File: src/rtl/lawf_pkg.sv
// Shared constants for the line angle window filter.
// CORDIC arctangent table, angle format and register index codes; no dependencies.
package lawf_pkg;

  localparam int CORDIC_STEPS   = 24;
  localparam int INT_ANGLE_BITS = 30;  // z accumulator angle unit: pi / 2^30
  localparam int Z_BITS         = 32;  // signed accumulator width, holds sum of table
  localparam int SCALE_BITS     = 32;  // fraction bits added to x and y before rotation

  localparam int CFG_IDX_BITS = 2;
  localparam logic [CFG_IDX_BITS-1:0] REG_TARGET_ANGLE    = 2'd0;
  localparam logic [CFG_IDX_BITS-1:0] REG_ANGLE_TOLERANCE = 2'd1;

  // atan(2^-i) in units of pi / 2^30, rounded to nearest
  localparam logic [Z_BITS-1:0] ATAN_TABLE [CORDIC_STEPS] = '{
    32'd268435456, 32'd158466703, 32'd83729454, 32'd42502378,
    32'd21333665,  32'd10677233,  32'd5339919,  32'd2670122,
    32'd1335082,   32'd667543,    32'd333772,   32'd166886,
    32'd83443,     32'd41722,     32'd20861,    32'd10430,
    32'd5215,      32'd2608,      32'd1304,     32'd652,
    32'd326,       32'd163,       32'd81,       32'd41
  };

endpackage

File: src/rtl/lawf_cordic_stage.sv
// One registered micro-rotation of the vectoring CORDIC.
// Uses lawf_pkg for the arctangent table and accumulator width.
module lawf_cordic_stage #(
  parameter int W    = 48,
  parameter int STEP = 0
) (
  input  logic                              clk_i,
  input  logic                              rst_ni,
  input  logic                              valid_i,
  input  logic signed [W-1:0]               x_i,
  input  logic signed [W-1:0]               y_i,
  input  logic signed [lawf_pkg::Z_BITS-1:0] z_i,
  output logic                              valid_o,
  output logic signed [W-1:0]               x_o,
  output logic signed [W-1:0]               y_o,
  output logic signed [lawf_pkg::Z_BITS-1:0] z_o
);
  import lawf_pkg::*;

  localparam logic signed [Z_BITS-1:0] ATAN_STEP = ATAN_TABLE[STEP];

  logic                     valid_q;
  logic signed [W-1:0]      x_d, x_q, y_d, y_q;
  logic signed [Z_BITS-1:0] z_d, z_q;
  logic signed [W-1:0]      x_sh, y_sh;

  // arithmetic shift floors toward minus infinity
  assign x_sh = x_i >>> STEP;
  assign y_sh = y_i >>> STEP;

  always_comb begin
    if (!y_i[W-1]) begin
      x_d = x_i + y_sh;
      y_d = y_i - x_sh;
      z_d = z_i + ATAN_STEP;
    end else begin
      x_d = x_i - y_sh;
      y_d = y_i + x_sh;
      z_d = z_i - ATAN_STEP;
    end
  end

  always_ff @(posedge clk_i or negedge rst_ni) begin
    if (!rst_ni) begin
      valid_q <= 1'b0;
    end else begin
      valid_q <= valid_i;
    end
  end

  always_ff @(posedge clk_i) begin
    x_q <= x_d;
    y_q <= y_d;
    z_q <= z_d;
  end

  assign valid_o = valid_q;
  assign x_o     = x_q;
  assign y_o     = y_q;
  assign z_o     = z_q;

endmodule

File: config.mk
export PLATFORM = sky130hd
export DESIGN_NAME = lawf_cordic_stage
export DESIGN_NICKNAME = d
export VERILOG_FILES = /design/src/rtl/lawf_pkg.sv /design/src/rtl/lawf_cordic_stage.sv
export SDC_FILE = /design/constraint.sdc
export NUM_CORES = 1
export LEC_CHECK = 0
export ABC_AREA = 1
export BUFFER_PORTS_ARGS = -buffer_cell sky130_fd_sc_hd__buf_2
export CORE_MARGIN = 2
export CORE_UTILIZATION = 54
export DETAILED_ROUTE_END_ITERATION = 10
export GPL_TIMING_DRIVEN = 0
export PLACE_DENSITY_LB_ADDON = 0.12
export SYNTH_ARGS = -nofsm -noshare
export SYNTH_HDL_FRONTEND = slang
export SYNTH_SLANG_ARGS = --single-unit
File: constraint.sdc
create_clock -name clk_i -period 0.8 [get_ports clk_i]
set_input_delay 0.04 -clock clk_i [delete_from_list [all_inputs] [get_ports clk_i]]
set_output_delay 0.04 -clock clk_i [all_outputs]
set_load 0.005 [all_outputs]
==> results.md, run 1 <==
- Tot GR Track Use: 77.2%
- RePlAce Congestion: 1.06
- Top_reg_cell synth: dfxtp_1
- Hpwl dp: 56800 um
- Gate Count Post-Synth: 2811
- CTS max path bufs: 2
- Leading area contributor after synthesis: nand2_1
- Post-synthesis cell type count: 35
- Error: [ERROR GRT-0116] Global routing finished with congestion. Check the congestion regions in the DRC Viewer.
- #FFs+latches synth: 128
- Vias in the first global route: 27.7k
- Total gr overflow: 198
- Top post-synthesis cells by area: nand2_1 (25%), dfxtp_1 (17%), inv_1 (13%), ha_1 (12%), nand3_1 (7.7%)
- Number of synthesized flops with an enable pin: 0
- Synth warn: 0
- FP Rows: 61
- Starting Density: 55.2%
- Net Count, Synth: 3089
- Halt point of the flow: 5_1_grt
- Ports: 260
- Top cell type's share of synthesized area: 25.1%
- Sequential fraction of the synthesis area: 16.7%
- First-pass GRT wire length: 175000 um
- Synth async-reset ratio: 0.781%
- Die width: 173 um
- # port buffers: 259
- Post-Syn Area: 15400 um2
- Clock root buffer: clkbuf_16
- Status: did not finish
- TritonCTS Buffers: 17
- Largest net degree at the start of global routing: 17
- TritonCTS Sinks: 128
- Mapped Avg Cell Area: 5.48 um2
- H-tree levels: 4
- Die height: 173 um
[synth_stat cells (7+ instances only)]
master       n
nor2_1     236
nor3_1       9
and2_1       7
inv_2       13
o22ai_1      7
buf_2       21
a21oi_1    121
nand4_1     35
o21ai_0     77
xor2_1      29
dfxtp_1    127
buf_4       23
nor2_2      33
nor2_4       9
buf_6        9
o21ai_1      8
nand2_2     21
o21bai_1    30
inv_1      544
nand3_1    237
nand2_1   1029
clkbuf_1    10
ha_1       143
[what timing repair did]
item                                    4_1_cts
hold buffers                                 35
resized for setup                          1012
hold endpoints to repair                     35
pin swaps                                   378
cloned                                        3
buffers inserted                            170
endpoints found under the setup margin      223
[cells by family after synthesis]
family	Yosys count	synth area share, %
buffers and inverters	621	16.3
adder cells (fa/ha/maj)	147	12.1
XOR/XNOR	32	1.82
flip-flops	128	16.7
AND/OR/NAND/NOR	1628	44.1
AO/OA/AOI/OAI	255	9.03
[layer usage]
layer | overflow | track usage (%)
met2 | 93 | 93.3
met4 | 82 | 76.2
met3 | 7 | 63.0
met5 | 0 | 46.8
met1 | 16 | 75.8
[stage by stage]
stage               worst slack (ns)  instances  hold slack [ns]  TNS (ns)  cell area (um2)
global placement               -1.61       3448           -0.186   -112.37            19200
floorplan                     -0.680       2811           -0.256    -51.22            17400
detailed placement             -1.53       3448           -0.185   -114.34            19200
CTS                           -0.613       3680          -0.0452    -57.69            25000
==> run 2, diff against run 1 <==
Settings changed: CORE_UTILIZATION 54 to 39, PLACE_DENSITY_LB_ADDON 0.12 to 0.15.
==> run 2 against run 1 <==
Compared with the run above: the flow now finishes, with violations (hold timing, setup timing); synthesized cell count unchanged; area after synthesis unchanged.
==> results.md, run 2 <==
- TritonCTS Sinks: 128 (unchanged)
- Critical path arrival: 1.84 ns
- Worst-path cell chain: buf_8 > inv_4 > ha_4 > nand2_4 > nor2_4 > and2_4 > nand2_2 > nor2_2 > nand2_1 > nand2_1 > nor2_1 > nand2_1 > nand2_1 > nand3_1 > nand2_2
- Clock root buffer: clkbuf_16
- Antenna violations before repair: 0
- Fin crit share: 186%
- Leading cell type in the layout, fill and taps excluded: nand2_1
- Hold WC Path Type: in2reg
- CP startpoint kind: primary input
- Final hold viol count: 3
- Vias in the first global route: 20.0k
- Via count: 21.3k
- Final worst slack: -0.685 ns
- RSZ-0062 raised after global routing: true
- Die height: 203 um (+17%)
- CTS max path bufs: 2 (unchanged)
- CP peak stage delay: 0.42 ns
- Commonest cells after routing, fill and taps aside: nand2_1 (578), inv_1 (360), nand2_2 (324)
- CP dominant cell by count: nand2_1
- Combinational power share: 57.2%
- Net Count, Synth: 3089 (unchanged)
- Peak VDD IR: 1620 uV
- Area grow syn2layout: 80.0%
- Setup violators final: 223
- Number of synthesized flops with an enable pin: 0 (unchanged)
- FP Rows: 72 (+18%)
- Sw Share: 44.7%
- DRC Markers: 0
- Top post-synthesis cells by area: nand2_1 (25%), dfxtp_1 (17%), inv_1 (13%), ha_1 (12%), nand3_1 (7.7%)
- Post-Syn Area: 15400 um2 (unchanged)
- Total Nets Final: 3647
- Starting Density: 39.7% (-15 points)
- P per Cell Area: 1350 nW/um2
- Post-synthesis cell type count: 35 (unchanged)
- Detailed Route Iter0 Violations: 1949
- Status: complete, but fails checks
- CTS tree: yes
- TritonCTS Buffers: 17 (unchanged)
- Largest net degree at the start of global routing: 17
- CP Capture Type: flop
- RePlAce Congestion: 1.05 (-1.1%)
- Pre-antenna DRT Iters: 7
- Core ar.: 38800 um2
- Tot GR Track Use: 38.5%
- Antenna-violating nets left: 0
- Fin. max-slew vios: 0
- Top_reg_cell synth: dfxtp_1
- Hpwl dp: 63000 um (+11%)
- Final Util: 71.4%
- Worst Path Buf+Inv: 2
- # placed instances: 3588 (+4.1%)
- Top cell type's share of synthesized area: 25.1% (unchanged)
- Fin crit period: 1.48 ns
- Synth async-reset ratio: 0.781% (unchanged)
- WHS: -0.0563 ns
- Failing checks: hold timing, setup timing
- Leading area contributor after synthesis: nand2_1
- Sequential fraction of the synthesis area: 16.7% (unchanged)
- Synth warn: 0 (unchanged)
- Internal power: 0.0207 W
- Largest fanout on the critical path: 8
- Sw power: 0.0168 W
- DIE AREA: 41100 um2
- # port buffers: 259 (unchanged)
- #FFs+latches synth: 128 (unchanged)
- CP delay by family, top: simple AND/OR/NAND/NOR gates
- Sequential share of power: 20.6%
- Vias per cell: 5.46
- Synth top cells by count: nand2_1 (1029), inv_1 (544), nand3_1 (237), nor2_1 (236), ha_1 (143)
- Wirelength per Cell: 21.7 um
- Mapped Avg Cell Area: 5.48 um2 (unchanged)
- CP required: 1.15 ns
- First-pass GRT wire length: 117000 um
- Number of flip-flops in the largest register: 48
- Ports: 260 (unchanged)
- Die width: 203 um (+17%)
- Most common cell in the netlist: nand2_1
- Antenna cells: 0
- CTS clock-pin slew for the worst setup and hold paths: 0.07 ns
- Critical path class: in2reg
- Worst-Margin Slew: 1.11 ns
- Slowest-stage cell, CP: ha_4
- Slew headroom: 25.9%
- Non-Filler Instances: 3900
- Maxcap violations: 0
- H-tree levels: 4 (unchanged)
- Clock power frac: 22.2%
- F_max: 674 MHz
- Total gr overflow: 0
- Leakage: 14.0 nW
- Share of cells above drive strength 1: 54.1%
- Post-detailed-routing wire length: 84800 um
- Gate Count Post-Synth: 2811 (unchanged)
[run 2: cell counts after synthesis]
Identical to the previous run, type by type.
[run 2: metrics by stage]
stage	area [um2]	total power (W)	setup WS, ns	TNS (ns)
CTS	24900	0.0341	-0.599	-61.42
detailed placement	19300	0.0217	-1.63	-119.31
global route	27700	0.0389	-0.791	-73.98
global placement	19300	0.0216	-1.63	-118.50
finish	27700	0.0375	-0.685	-67.36
floorplan	17400	0.0166	-0.680	-51.22
[run 2: cells by family (layout without fill, tap and decap cells)]
family / count (synthesis) / count (layout) / synth area share [%]
xor gates and xnor gates: 32 / 32 / 1.82
AOI/OAI and AO/OA: 255 / 255 / 9.03
buffers and inverters: 621 / 1192 / 16.3
adders and majority gates: 147 / 147 / 12.1
and+or+nand+nor: 1628 / 1628 / 44.1
DFF: 128 / 128 / 16.7
[run 2: path summary, 6_finish.rpt]
path | startpoint | to | slack [ns] | cells after the start
worst min-delay path | z_i[30] | z_o[30]$_DFF_P_ | -0.06 | 3
min in group asynchronous | rst_ni | valid_o$_DFF_PN0_ | 0.40 | 3
max in group asynchronous | rst_ni | valid_o$_DFF_PN0_ | 0.29 | 3
worst max-delay path | x_i[6] | y_o[34]$_DFF_P_ | -0.68 | 15
[run 2: power by group through the flow]
stage | registers (W) | clock network, W | logic [W]
after floorplan | 0.00789 | 0 | 0.00872
after global placement | 0.00771 | 0 | 0.0139
after detailed placement | 0.00773 | 0 | 0.0140
after CTS | 0.00762 | 0.00836 | 0.0181
after global routing | 0.00780 | 0.00862 | 0.0225
final | 0.00772 | 0.00832 | 0.0215
[run 2: timing repair]
| item | CTS | global route |
|---|---|---|
| gates cloned | 2 | 2 |
| resized for setup | 894 | 626 |
| setup buffers | 171 | 86 |
| pin swaps | 309 | 269 |
| hold buffers | 35 | 1 |
| setup endpoints to repair | 223 | 224 |
| hold endpoints to repair | 36 | 4 |
[run 2: layout make-up]
class                   count  area [um2]
clock inverters            15         170
repair buffers            548        4700
well taps                 518         648
multi-input cells        2062       16000
inverters                 557        2390
fillers                  3139       11100
flip-flops and latches    128        2620
clock buffers              17         425
plain buffers              55         783
[run 2: layer usage]
layer	share of wire, %	wire length, um	vias up	track usage [%]
met4	6.0	5110	0	20.6
met1	40	34100	10000	49.5
met3	9.4	7950	348	7.40
met5	0	0	-	0
met2	44	37700	1255	60.8
li1	-	-	9681	-
Note: power is estimated with default switching activity, not from simulation.
